$ cat src/hdl/lbp_pkg.sv
package lbp_pkg;

  localparam int CMD_W     = 2;
  localparam int PAGE_ID_W = 16;
  localparam int CFG_W     = 5;
  localparam int STATUS_W  = 3;
  localparam int FRAME_W   = 4;
  localparam int EVICT_W   = 16;
  localparam int OUT_DW    = 24;

  localparam logic [CFG_W-1:0] LIMIT_RESET = 5'd10;

  localparam logic [CMD_W-1:0] CMD_FETCH = 2'd0;
  localparam logic [CMD_W-1:0] CMD_TOUCH = 2'd1;
  localparam logic [CMD_W-1:0] CMD_UNPIN = 2'd2;

  localparam logic [STATUS_W-1:0] STAT_HIT         = 3'd0;
  localparam logic [STATUS_W-1:0] STAT_MISS_FREE   = 3'd1;
  localparam logic [STATUS_W-1:0] STAT_MISS_EVICT  = 3'd2;
  localparam logic [STATUS_W-1:0] STAT_ALL_PINNED  = 3'd3;
  localparam logic [STATUS_W-1:0] STAT_NOT_RESIDENT = 3'd4;

  typedef enum logic [2:0] {
    S_IDLE,
    S_SCAN,
    S_DECIDE,
    S_EVICT,
    S_RENUM
  } state_t;

  typedef enum logic [2:0] {
    TOP_NONE,
    TOP_PROMOTE,
    TOP_INSERT,
    TOP_UNPIN,
    TOP_RENUM,
    TOP_CLIP
  } tbl_op_t;

  typedef struct packed {
    tbl_op_t op;
    logic    set_pin;
  } tbl_ctl_t;

endpackage

$ cat src/hdl/lru_buffer_pool_replacer.sv
// LRU buffer-pool frame manager. Each item is a request (tuser: 0 fetch and
// pin, 1 touch, 2 unpin; tdata: page number) and gives one result
// (tuser: status; tdata: frame, evicted page), but none if a write of
// frames_in_use arrives during its scan. Items are handled one at a time: a
// single pass over the active frames (those below the clamped frames_in_use
// value) reads the page RAM one entry per cycle while one comparator checks
// for the page, the lowest free frame and the oldest unpinned frame. A result
// waiting on the output register does not block acceptance of the next
// item. A write of frames_in_use frees frames at or above the new limit and
// then compacts the recency ranks, stepping from rank FRAMES-1 down to 0,
// during which no item is accepted.
module lru_buffer_pool_replacer import lbp_pkg::*; #(
  parameter int FRAMES    = 16,
  parameter int PAGE_BITS = 16
) (
  input  logic                 clk,
  input  logic                 rst_n,
  input  logic                 in_tvalid,
  output logic                 in_tready,
  input  logic [PAGE_ID_W-1:0] in_tdata,   // [15:0] page_id
  input  logic [CMD_W-1:0]     in_tuser,   // [1:0] command
  output logic                 out_tvalid,
  input  logic                 out_tready,
  output logic [OUT_DW-1:0]    out_tdata,  // [3:0] frame, [19:4] evicted_page
  output logic [STATUS_W-1:0]  out_tuser,  // [2:0] status
  input  logic                 cfg_wr_en,
  input  logic [CFG_W-1:0]     cfg_wr_data
);

  localparam int IW = $clog2(FRAMES);
  localparam int CW = $clog2(FRAMES + 1);

  function automatic logic [CW-1:0] clamp_lim(input logic [CFG_W-1:0] v);
    logic [CW-1:0] r;
    if (v == '0) r = CW'(1);
    else if (32'(v) > FRAMES) r = CW'(FRAMES);
    else r = CW'(v);
    return r;
  endfunction

  state_t               state_r, state_nxt;
  logic [CFG_W-1:0]     limit_r, limit_nxt;
  logic [CMD_W-1:0]     cmd_r, cmd_nxt;
  logic [PAGE_BITS-1:0] page_r, page_nxt;
  logic [CW-1:0]        scan_cnt_r, scan_cnt_nxt;
  logic [IW-1:0]        cmp_idx_r, cmp_idx_nxt;
  logic                 cmp_vld_r, cmp_vld_nxt;
  logic                 hit_r, hit_nxt;
  logic [IW-1:0]        hit_idx_r, hit_idx_nxt;
  logic                 free_r, free_nxt;
  logic [IW-1:0]        free_idx_r, free_idx_nxt;
  logic                 vic_r, vic_nxt;
  logic [IW-1:0]        vic_idx_r, vic_idx_nxt;
  logic [IW-1:0]        best_r, best_nxt;
  logic [IW-1:0]        renum_t_r, renum_t_nxt;

  logic                 out_vld_r, out_vld_nxt;
  logic [STATUS_W-1:0]  out_status_r, out_status_nxt;
  logic [FRAME_W-1:0]   out_frame_r, out_frame_nxt;
  logic [EVICT_W-1:0]   out_evict_r, out_evict_nxt;

  logic [PAGE_BITS-1:0] page_mem [FRAMES];
  logic [PAGE_BITS-1:0] mem_q_r;
  logic [IW-1:0]        rd_addr;
  logic                 mem_we;
  logic [IW-1:0]        mem_waddr;

  tbl_ctl_t             tctl;
  logic [IW-1:0]        tidx;
  logic [FRAMES-1:0]    used;
  logic [FRAMES-1:0]    pinned;
  logic [IW-1:0]        cmp_rank;
  logic [CW-1:0]        lim;
  logic [CW-1:0]        cfg_lim;
  logic                 out_free;

  assign lim       = clamp_lim(limit_r);
  assign cfg_lim   = clamp_lim(cfg_wr_data);
  assign out_free  = !out_vld_r || out_tready;
  assign in_tready = (state_r == S_IDLE) && !cfg_wr_en;

  assign out_tvalid = out_vld_r;
  assign out_tuser  = out_status_r;
  assign out_tdata  = {4'b0, out_evict_r, out_frame_r};

  assign rd_addr = (state_r == S_SCAN) ? scan_cnt_r[IW-1:0] : vic_idx_r;

  lbp_table #(
    .FRAMES (FRAMES),
    .IW     (IW),
    .CW     (CW)
  ) u_table (
    .clk      (clk),
    .rst_n    (rst_n),
    .ctl      (tctl),
    .idx      (tidx),
    .clip_lim (cfg_lim),
    .rd_idx   (cmp_idx_r),
    .used_o   (used),
    .pinned_o (pinned),
    .rd_rank  (cmp_rank)
  );

  always_ff @(posedge clk) begin
    if (mem_we) page_mem[mem_waddr] <= page_r;
    mem_q_r <= page_mem[rd_addr];
  end

  always_comb begin
    state_nxt      = state_r;
    limit_nxt      = limit_r;
    cmd_nxt        = cmd_r;
    page_nxt       = page_r;
    scan_cnt_nxt   = scan_cnt_r;
    cmp_idx_nxt    = cmp_idx_r;
    cmp_vld_nxt    = 1'b0;
    hit_nxt        = hit_r;
    hit_idx_nxt    = hit_idx_r;
    free_nxt       = free_r;
    free_idx_nxt   = free_idx_r;
    vic_nxt        = vic_r;
    vic_idx_nxt    = vic_idx_r;
    best_nxt       = best_r;
    renum_t_nxt    = renum_t_r;
    out_vld_nxt    = out_vld_r && !out_tready;
    out_status_nxt = out_status_r;
    out_frame_nxt  = out_frame_r;
    out_evict_nxt  = out_evict_r;
    mem_we         = 1'b0;
    mem_waddr      = free_idx_r;
    tctl.op        = TOP_NONE;
    tctl.set_pin   = 1'b0;
    tidx           = hit_idx_r;

    unique case (state_r)
      S_IDLE: begin
        if (in_tvalid && in_tready) begin
          cmd_nxt      = in_tuser;
          page_nxt     = PAGE_BITS'(in_tdata);
          scan_cnt_nxt = '0;
          hit_nxt      = 1'b0;
          free_nxt     = 1'b0;
          vic_nxt      = 1'b0;
          state_nxt    = S_SCAN;
        end
      end
      S_SCAN: begin
        if (scan_cnt_r < lim) begin
          scan_cnt_nxt = CW'(scan_cnt_r + 1'b1);
          cmp_vld_nxt  = 1'b1;
          cmp_idx_nxt  = scan_cnt_r[IW-1:0];
        end
        if (cmp_vld_r) begin
          if (used[cmp_idx_r] && mem_q_r == page_r && !hit_r) begin
            hit_nxt     = 1'b1;
            hit_idx_nxt = cmp_idx_r;
          end
          if (!used[cmp_idx_r] && !free_r) begin
            free_nxt     = 1'b1;
            free_idx_nxt = cmp_idx_r;
          end
          if (used[cmp_idx_r] && !pinned[cmp_idx_r] && (!vic_r || cmp_rank > best_r)) begin
            vic_nxt     = 1'b1;
            vic_idx_nxt = cmp_idx_r;
            best_nxt    = cmp_rank;
          end
        end else if (scan_cnt_r == lim) begin
          state_nxt = S_DECIDE;
        end
      end
      S_DECIDE: begin
        if (out_free) begin
          out_vld_nxt    = 1'b1;
          out_status_nxt = STAT_HIT;
          out_frame_nxt  = '0;
          out_evict_nxt  = '0;
          state_nxt      = S_IDLE;
          unique case (cmd_r) inside
            CMD_FETCH: begin
              if (hit_r) begin
                tctl.op       = TOP_PROMOTE;
                tctl.set_pin  = 1'b1;
                out_frame_nxt = FRAME_W'(hit_idx_r);
              end else if (free_r) begin
                tctl.op        = TOP_INSERT;
                tidx           = free_idx_r;
                mem_we         = 1'b1;
                out_status_nxt = STAT_MISS_FREE;
                out_frame_nxt  = FRAME_W'(free_idx_r);
              end else if (vic_r) begin
                out_vld_nxt = 1'b0;
                state_nxt   = S_EVICT;
              end else begin
                out_status_nxt = STAT_ALL_PINNED;
              end
            end
            CMD_TOUCH, CMD_UNPIN: begin
              if (hit_r) begin
                tctl.op       = (cmd_r == CMD_TOUCH) ? TOP_PROMOTE : TOP_UNPIN;
                out_frame_nxt = FRAME_W'(hit_idx_r);
              end else begin
                out_status_nxt = STAT_NOT_RESIDENT;
              end
            end
            default: ;
          endcase
        end
      end
      S_EVICT: begin
        // mem_q_r holds the victim's old page
        if (out_free) begin
          tctl.op        = TOP_PROMOTE;
          tctl.set_pin   = 1'b1;
          tidx           = vic_idx_r;
          mem_we         = 1'b1;
          mem_waddr      = vic_idx_r;
          out_vld_nxt    = 1'b1;
          out_status_nxt = STAT_MISS_EVICT;
          out_frame_nxt  = FRAME_W'(vic_idx_r);
          out_evict_nxt  = EVICT_W'(mem_q_r);
          state_nxt      = S_IDLE;
        end
      end
      S_RENUM: begin
        tctl.op = TOP_RENUM;
        tidx    = renum_t_r;
        if (renum_t_r == '0) state_nxt = S_IDLE;
        else renum_t_nxt = IW'(renum_t_r - 1'b1);
      end
      default: state_nxt = S_IDLE;
    endcase

    if (cfg_wr_en) begin
      limit_nxt    = cfg_wr_data;
      tctl.op      = TOP_CLIP;
      tctl.set_pin = 1'b0;
      mem_we       = 1'b0;
      renum_t_nxt  = IW'(FRAMES - 1);
      state_nxt    = S_RENUM;
    end
  end

  always_ff @(posedge clk) begin
    if (!rst_n) begin
      state_r   <= S_IDLE;
      limit_r   <= LIMIT_RESET;
      cmp_vld_r <= 1'b0;
      out_vld_r <= 1'b0;
    end else begin
      state_r   <= state_nxt;
      limit_r   <= limit_nxt;
      cmp_vld_r <= cmp_vld_nxt;
      out_vld_r <= out_vld_nxt;
    end
  end

  always_ff @(posedge clk) begin
    cmd_r        <= cmd_nxt;
    page_r       <= page_nxt;
    scan_cnt_r   <= scan_cnt_nxt;
    cmp_idx_r    <= cmp_idx_nxt;
    hit_r        <= hit_nxt;
    hit_idx_r    <= hit_idx_nxt;
    free_r       <= free_nxt;
    free_idx_r   <= free_idx_nxt;
    vic_r        <= vic_nxt;
    vic_idx_r    <= vic_idx_nxt;
    best_r       <= best_nxt;
    renum_t_r    <= renum_t_nxt;
    out_status_r <= out_status_nxt;
    out_frame_r  <= out_frame_nxt;
    out_evict_r  <= out_evict_nxt;
  end

  a_idle_holds: assert property (@(posedge clk) disable iff (!rst_n)
    (state_r == S_IDLE && !(in_tvalid && in_tready) && !cfg_wr_en) |=> state_r == S_IDLE)
    else $error("sequencer left idle without a request");

  a_evict_on_fetch: assert property (@(posedge clk) disable iff (!rst_n)
    (state_r == S_EVICT) |-> (cmd_r == CMD_FETCH))
    else $error("eviction for a command other than fetch");

  a_used_in_limit: assert property (@(posedge clk) disable iff (!rst_n)
    $countones(used) <= int'(lim))
    else $error("more frames in use than the limit allows");

  a_scan_bound: assert property (@(posedge clk) disable iff (!rst_n)
    (state_r == S_SCAN) |-> (scan_cnt_r <= lim))
    else $error("scan ran past the frame limit");

endmodule

$ cat src/hdl/lbp_table.sv
module lbp_table import lbp_pkg::*; #(
  parameter int FRAMES = 16,
  parameter int IW     = $clog2(FRAMES),
  parameter int CW     = $clog2(FRAMES + 1)
) (
  input  logic              clk,
  input  logic              rst_n,
  input  tbl_ctl_t          ctl,
  input  logic [IW-1:0]     idx,
  input  logic [CW-1:0]     clip_lim,
  input  logic [IW-1:0]     rd_idx,
  output logic [FRAMES-1:0] used_o,
  output logic [FRAMES-1:0] pinned_o,
  output logic [IW-1:0]     rd_rank
);

  logic [FRAMES-1:0] used_r, used_nxt;
  logic [FRAMES-1:0] pinned_r, pinned_nxt;
  logic [IW-1:0]     rank_r   [FRAMES];
  logic [IW-1:0]     rank_nxt [FRAMES];
  logic [IW-1:0]     sel_rank;
  logic              present;

  assign used_o   = used_r;
  assign pinned_o = pinned_r;
  assign rd_rank  = rank_r[rd_idx];
  assign sel_rank = rank_r[idx];

  always_comb begin
    present = 1'b0;
    for (int i = 0; i < FRAMES; i++) begin
      if (used_r[i] && rank_r[i] == idx) present = 1'b1;
    end
  end

  always_comb begin
    used_nxt   = used_r;
    pinned_nxt = pinned_r;
    rank_nxt   = rank_r;
    unique case (ctl.op)
      TOP_PROMOTE: begin
        for (int i = 0; i < FRAMES; i++) begin
          if (IW'(i) != idx && used_r[i] && rank_r[i] < sel_rank)
            rank_nxt[i] = IW'(rank_r[i] + 1'b1);
        end
        rank_nxt[idx] = '0;
        if (ctl.set_pin) pinned_nxt[idx] = 1'b1;
      end
      TOP_INSERT: begin
        for (int i = 0; i < FRAMES; i++) begin
          if (IW'(i) != idx && used_r[i])
            rank_nxt[i] = IW'(rank_r[i] + 1'b1);
        end
        rank_nxt[idx]   = '0;
        used_nxt[idx]   = 1'b1;
        pinned_nxt[idx] = 1'b1;
      end
      TOP_UNPIN: begin
        pinned_nxt[idx] = 1'b0;
      end
      TOP_RENUM: begin
        // close the gap at rank idx if no used frame holds it
        if (!present) begin
          for (int i = 0; i < FRAMES; i++) begin
            if (used_r[i] && rank_r[i] > idx)
              rank_nxt[i] = IW'(rank_r[i] - 1'b1);
          end
        end
      end
      TOP_CLIP: begin
        for (int i = 0; i < FRAMES; i++) begin
          if (CW'(i) >= clip_lim) begin
            used_nxt[i]   = 1'b0;
            pinned_nxt[i] = 1'b0;
            rank_nxt[i]   = '0;
          end
        end
      end
      default: ;
    endcase
  end

  always_ff @(posedge clk) begin
    if (!rst_n) begin
      used_r   <= '0;
      pinned_r <= '0;
      for (int i = 0; i < FRAMES; i++) rank_r[i] <= '0;
    end else begin
      used_r   <= used_nxt;
      pinned_r <= pinned_nxt;
      rank_r   <= rank_nxt;
    end
  end

endmodule
$ cat config.mk
export PLATFORM = sky130hd
export DESIGN_NAME = lru_buffer_pool_replacer
export DESIGN_NICKNAME = d
export VERILOG_FILES = /design/src/hdl/lbp_pkg.sv /design/src/hdl/lru_buffer_pool_replacer.sv /design/src/hdl/lbp_table.sv
export SDC_FILE = /design/constraint.sdc
export NUM_CORES = 1
export LEC_CHECK = 0
export ABC_CLOCK_PERIOD_IN_PS = 12400
export BUFFER_PORTS_ARGS = -buffer_cell sky130_fd_sc_hd__buf_2
export CAP_MARGIN = 20
export CORE_ASPECT_RATIO = 1.4
export CORE_MARGIN = 2
export CORE_UTILIZATION = 50
export DETAILED_ROUTE_END_ITERATION = 8
export PLACE_DENSITY = 0.69
export SETUP_SLACK_MARGIN = 0.3
export SLEW_MARGIN = 5
export SYNTH_ARGS = -nofsm -noshare
export SYNTH_HDL_FRONTEND = slang
export SYNTH_HIERARCHICAL = 1
export SYNTH_SLANG_ARGS = --single-unit
$ cat constraint.sdc
create_clock -name clk -period 12.4 [get_ports clk]
set_input_delay 1.24 -clock clk [delete_from_list [all_inputs] [get_ports clk]]
set_output_delay 1.24 -clock clk [all_outputs]
set_load 0.005 [all_outputs]
Word-level counts from Yosys, hierarchy flattened:

Memories as Yosys holds them, arrays and structs flattened. A register that Yosys moved wholly into a read port is not among the register bits.
Index checks and enable logic that the tools add are counted.

* register bits: 179
* bits in latches: 0
* RAM bits: 256
* memory bits (read-only): 0
* bits of input ports: 28
* memories kept: 1

Memory list
* page_mem: words 16, width 16, read ports 1, clocked after memory_dff 1, wr ports 1, RTL line lru_buffer_pool_replacer.sv:62 `logic [PAGE_BITS-1:0] page_mem [FRAMES];`

* $add $sub $neg: 34
* $mul: 0
* divide/modulo/power cells: 0
* $lt $le $gt $ge: 58
* equal/unequal tests: 95
* shift operators: 0
* mux-type cells: 232
* bitwise logic cells: 11
* reductions and logical operators: 159

Operators with widths (number)
* $mux 4: 116
* $pmux 64 s4: 1
* $and 64x64->64: 2
* $ne 2x1->1 const B: 38
* $reduce_and 4->1: 19
* $logic_and 1x1->1: 74
* $gt 4x4->1: 17
* $sub 4x1->4 const B: 17
* $add 4x1->4 const B: 16
* $eq 4x4->1: 16
* $lt 4x4->1: 16
* $mux 64: 1
* $not 64->64: 1
* $pmux 16 s2: 2
* $pmux 16 s4: 1
* $reduce_and 3->1: 21
* $mux 1: 59
* $mux 16: 3
* $ge 4x5->1 const A: 8
* $reduce_and 2->1: 20
* $bmux 4 s4: 2
* $ne 4x4->1 const A: 8
* $or 16x16->16: 2
* $mux 3: 10
* other kinds (49): 119

Longest topological paths before layout:

* depth in word-level cells: 25
* depth in mapped cells: 22
* mapped depth without buffers: 18

By module:

Netlist, hierarchy kept.

Modules (own cells, without submodules)
* lru_buffer_pool_replacer: times used 1, cells each 906, area an instance 14411.3 µm², sequential area each 10359.9 µm²
* lbp_table: times used 1, cells each 1305, area an instance 10727.8 µm², sequential area each 1921.8 µm²

Worst setup path after synthesis:

OpenSTA, ideal clock, no wires.

* path kind: input-to-reg
* from: input out_tready
* to: register u_table/rank_r[60] (netlist bit)
* library setup time: 0.116 ns
* arrival: 6.384 ns
* setup slack: 5.900 ns
* stages: 20
* buffers on the path: 5
* cells stage by stage: nor2b_1 -> nor2b_1 -> clkbuf_1 -> buf_1 -> nor4b_1 -> a21oi_1 -> nand2_1 -> clkbuf_1 -> buf_2 -> clkbuf_1 -> mux4_2 -> mux4_2 -> inv_1 -> ha_1 -> a21o_1 -> a21o_1 -> a211oi_1 -> o211ai_1 -> a311o_1 -> and4_1

* word-level cells in the longest chain between the ends: 23
* elaborated cells between the ends (all ways): 88
* those cells by class: order compare (4); eq/ne (23); mux (33); bitwise (4); reduce/logical (24)

RTL lines
* start: declaration: RTL line lru_buffer_pool_replacer.sv:23 `input logic out_tready,`
* $logic_or 1x1->1 *: RTL line lru_buffer_pool_replacer.sv:79 `assign out_free = !out_vld_r || out_tready;`
* $mux 4 (on tied branches): RTL line lru_buffer_pool_replacer.sv:211, lru_buffer_pool_replacer.sv:172
* $pmux 4 s3 *: RTL line lru_buffer_pool_replacer.sv:135 `unique case (state_r)`
* via tidx[0]: RTL line lru_buffer_pool_replacer.sv:69 `logic [IW-1:0] tidx;`
* $eq 4x4->1: RTL line lbp_table.sv:32 `if (used_r[i] && rank_r[i] == idx) present = 1'b1;`
* $logic_and 1x1->1: RTL line lbp_table.sv:32
* $mux 1 (16 in series): RTL line lbp_table.sv:32
* $ne 2x2->1 (no line)
* $reduce_and 4->1 (no line)
* end signal: assignment: RTL line lbp_table.sv:91 `rank_r <= rank_nxt;`
* end: declaration: RTL line lbp_table.sv:19 `logic [IW-1:0] rank_r [FRAMES];`

The timed path passes the listed nets; every way through them passes the cells marked *. The select of a mux whose other input is x is not followed.
A chain may end at the register's enable or synchronous reset.

Worst setup path after layout:

* from: register state_r[0]
* to: register u_table/rank_r[42] (netlist bit)

* word-level cells in the longest chain between the ends: 22
* elaborated cells between the ends (all ways): 86
* those cells by class: order compare (4); eq/ne (27); mux (29); bitwise (4); reduce/logical (22)

RTL lines
* start: declaration: RTL line lru_buffer_pool_replacer.sv:41 `state_t state_r, state_nxt;`
* start signal: assignment: RTL line lru_buffer_pool_replacer.sv:250 `state_r <= state_nxt;`
* $eq 3x3->1 or $eq 3x2->1 (tied branches): RTL line lru_buffer_pool_replacer.sv:135
* $pmux 4 s3 *: RTL line lru_buffer_pool_replacer.sv:135
* via tidx[2]: RTL line lru_buffer_pool_replacer.sv:69
* $eq 4x4->1: RTL line lbp_table.sv:32
* $logic_and 1x1->1: RTL line lbp_table.sv:32
* $mux 1 (16 in series): RTL line lbp_table.sv:32
* $ne 2x2->1 (no line)
* $reduce_and 4->1 (no line)

Marks and branches as above.

==> impl_metrics.ini <==
[clock_network]
cts_tree = built
root_buffer = clkbuf_16
clock_latency_ps = 600
clockBufferDepth = 3
clkTransAtPathRegs_ps = 70
cts_buffers = 46
cts_resized = 0
clkSinkCount = 451
cts_htree_levels = 2
postCtsSetupRepairBufs = 0
postCtsHoldBufs = 0

[setup_path]
critPathLaunchType = register
cp_max_fo = 21
required_ps = 12910
slowest_delay_ps = 850
critPathCaptureType = register
critPathSlowestCell = or3_1
arrival_ps = 6920
worstSetupPathType = reg -> reg
crit_chain = and3b_1, nor2b_1, buf_4, nor3_1, nand2_1, nand2_1, inv_1, ha_1, and4_1, a22oi_1, nand3_1, or3_1, a21o_1, or4_1, o221ai_1
cp_common_cell = nand2_1
critPathTopFamily = simple AND/OR/NAND/NOR gates
critical_path_buf_inv_count = 2

[final_layout]
final_cell_mix = edfxtp_1 (325), mux2i_1 (167), ha_1 (158), nor2_1 (136), dfxtp_1 (126)
layout-drive-gt1-share_pct = 11.9
final_common_cell = edfxtp_1
final_core_util_pct = 55.5
diodes = 0
fillers = 4159
syn2layout_area_growth_pct = 10.1
nets = 2430

[yosys]
ys_seq_area_share_pct = 48.9
async_flop_share_pct = 0
synthCells = 2211
avgSynthCellArea_sq_um = 11.4
ys.flop_type = edfxtp_1
yosys_warnings = 6
synth_edf_count = 325
syn_area_sq_um = 25100
ys_types = 96
ys_ff_latch = 451

[sta]
setup_tns_ps = 0
tightestPinTransition_ps = 1090
rsz0062_at_grt = no
fmax_ghz = 0.156
setup_ws_ps = 5990
skew_ps = 25.9
fin_crit_sh_pct = 51.7
timing.final.hold_violations = 0
max_slew_margin_pct = 26.6
min_period_ps = 6410
setup_viol = 0
maxSlewViolCount = 0

[placement]
dp_hpwl_um = 53000
place_congestion = 1.04
place_ws_ps = 5500
io_buffers = 52

[power]
p_leak_uw = 0.0104
p_total_uw = 3680
p_per_area_nw_per_um2 = 133
vdd_drop_max_mv = 0.135

[global_routing]
overflow = 0
gr-usage-all-layers_pct = 29.0
grt_pass1_vias = 19300
grt_pass1_wl_um = 116000
grt_max_degree = 60
antenna_found_initial = 0

[floorplanning]
num_io_pins = 57
row_count = 97
die_h_um = 269
die_area_sq_um = 52100
dieWidth_um = 194
core_area_sq_um = 49900
start_util_pct = 50.4

[route]
drtPass1Iterations = 5
wirelength_um = 77100
vias = 19300
drtIter0Drc = 1824
wl_per_cell_um = 26.4
viasPerCell = 6.60
ant_nets = 0
drc_errors = 0

[run]
max_cap_viol_count = 0

[worst_hold_path]
hp-class = reg -> reg

[outcome]
status = finished, final reports clean
## cells in the mapped netlist (19+ instances only)
| master | instances | share of area [%] |
|---|---|---|
| a211oi_1 | 27 | 0.81 |
| a21o_1 | 22 | 0.66 |
| a21oi_1 | 100 | 2.0 |
| clkbuf_1 | 67 | 1.0 |
| dfxtp_1 | 126 | 10 |
| edfxtp_1 | 325 | 39 |
| ha_1 | 158 | 7.9 |
| inv_1 | 94 | 1.4 |
| mux2i_1 | 168 | 6.7 |
| mux4_2 | 44 | 3.9 |
| nand2_1 | 116 | 1.7 |
| nand3_1 | 51 | 1.0 |
| nor2_1 | 153 | 2.3 |
| nor2b_1 | 27 | 0.67 |
| nor3_1 | 56 | 1.1 |
| o211ai_1 | 30 | 0.90 |
| o21ai_0 | 74 | 1.5 |
| o22ai_1 | 80 | 2.0 |
| or3_1 | 19 | 0.47 |
| xor2_1 | 30 | 1.0 |
## cell type report
class	instances	area, sq um	share of cell area, %
tap	643	805	2.91
inverter	95	357	1.29
clock buffer	56	1200	4.33
sequential	451	12300	44.4
multi-input combinational	1550	12000	43.4
clock inverter	30	405	1.46
timing repair buffer	100	616	2.22
## flip-flops by register name (all words and copies together) (netlist names), 5 cells and up
| name | count |
|---|---|
| limit_r | 5 |
| page_r | 16 |
| u_table/pinned_o | 16 |
| page_mem | 256 |
| scan_cnt_r | 5 |
| mem_q_r | 16 |
| u_table/used_o | 16 |
| u_table/rank_r | 64 |
| out_evict_r | 16 |
## final timing paths
kind,start,endpoint,slack [ps],depth (start not counted)
setup / recovery,state_r[0],u_table/rank_r[42],5990,15
hold / removal,u_table/pinned_o[11],u_table/pinned_o[11],470,2
setup reg to reg,state_r[0],u_table/rank_r[42],5990,15
hold reg to reg,u_table/pinned_o[11],u_table/pinned_o[11],470,2
## power breakdown
part | total, uW | internal (uW) | switching [uW]
clock | 1480 | 866 | 619
combinational | 492 | 194 | 298
sequential | 1710 | 1640 | 71.5
## worst min-delay path: cells and delay by family (launching register included)
kind | cells | cell delay, ps
flops | 1 | 320
buf+inv | 1 | 50
compound gates | 1 | 50
## metrics by stage
step / hold WS (ps) / std cells / cell area, sq um
finish: 467 / 2925 / 27700
global route: 486 / 2925 / 27700
CTS: 465 / 2923 / 27700
detailed placement: 458 / 2837 / 26100
global placement: 451 / 2837 / 26100
floorplan: 421 / 2214 / 25200
## per-layer routing
layer / vias to the layer above / part of all wire [%] / GRT usage, %
li1: 8628 / - / -
met1: 9387 / 35 / 32.2
met2: 980 / 49 / 50.0
met3: 323 / 7.0 / 4.77
met4: 0 / 8.5 / 21.4
met5: - / 0 / 0
## kinds of logic after synthesis
group	Yosys count	share of synthesized area [%]
other	1	0.0149
multiplexers	221	11.1
flip-flops	451	48.9
XOR/XNOR	47	1.64
AO/OA/AOI/OAI	531	14.7
adder cells (fa/ha/maj)	158	7.86
AND/OR/NAND/NOR	589	12.1
buffers and inverters	213	3.71
(Power assumes the default switching activity.)
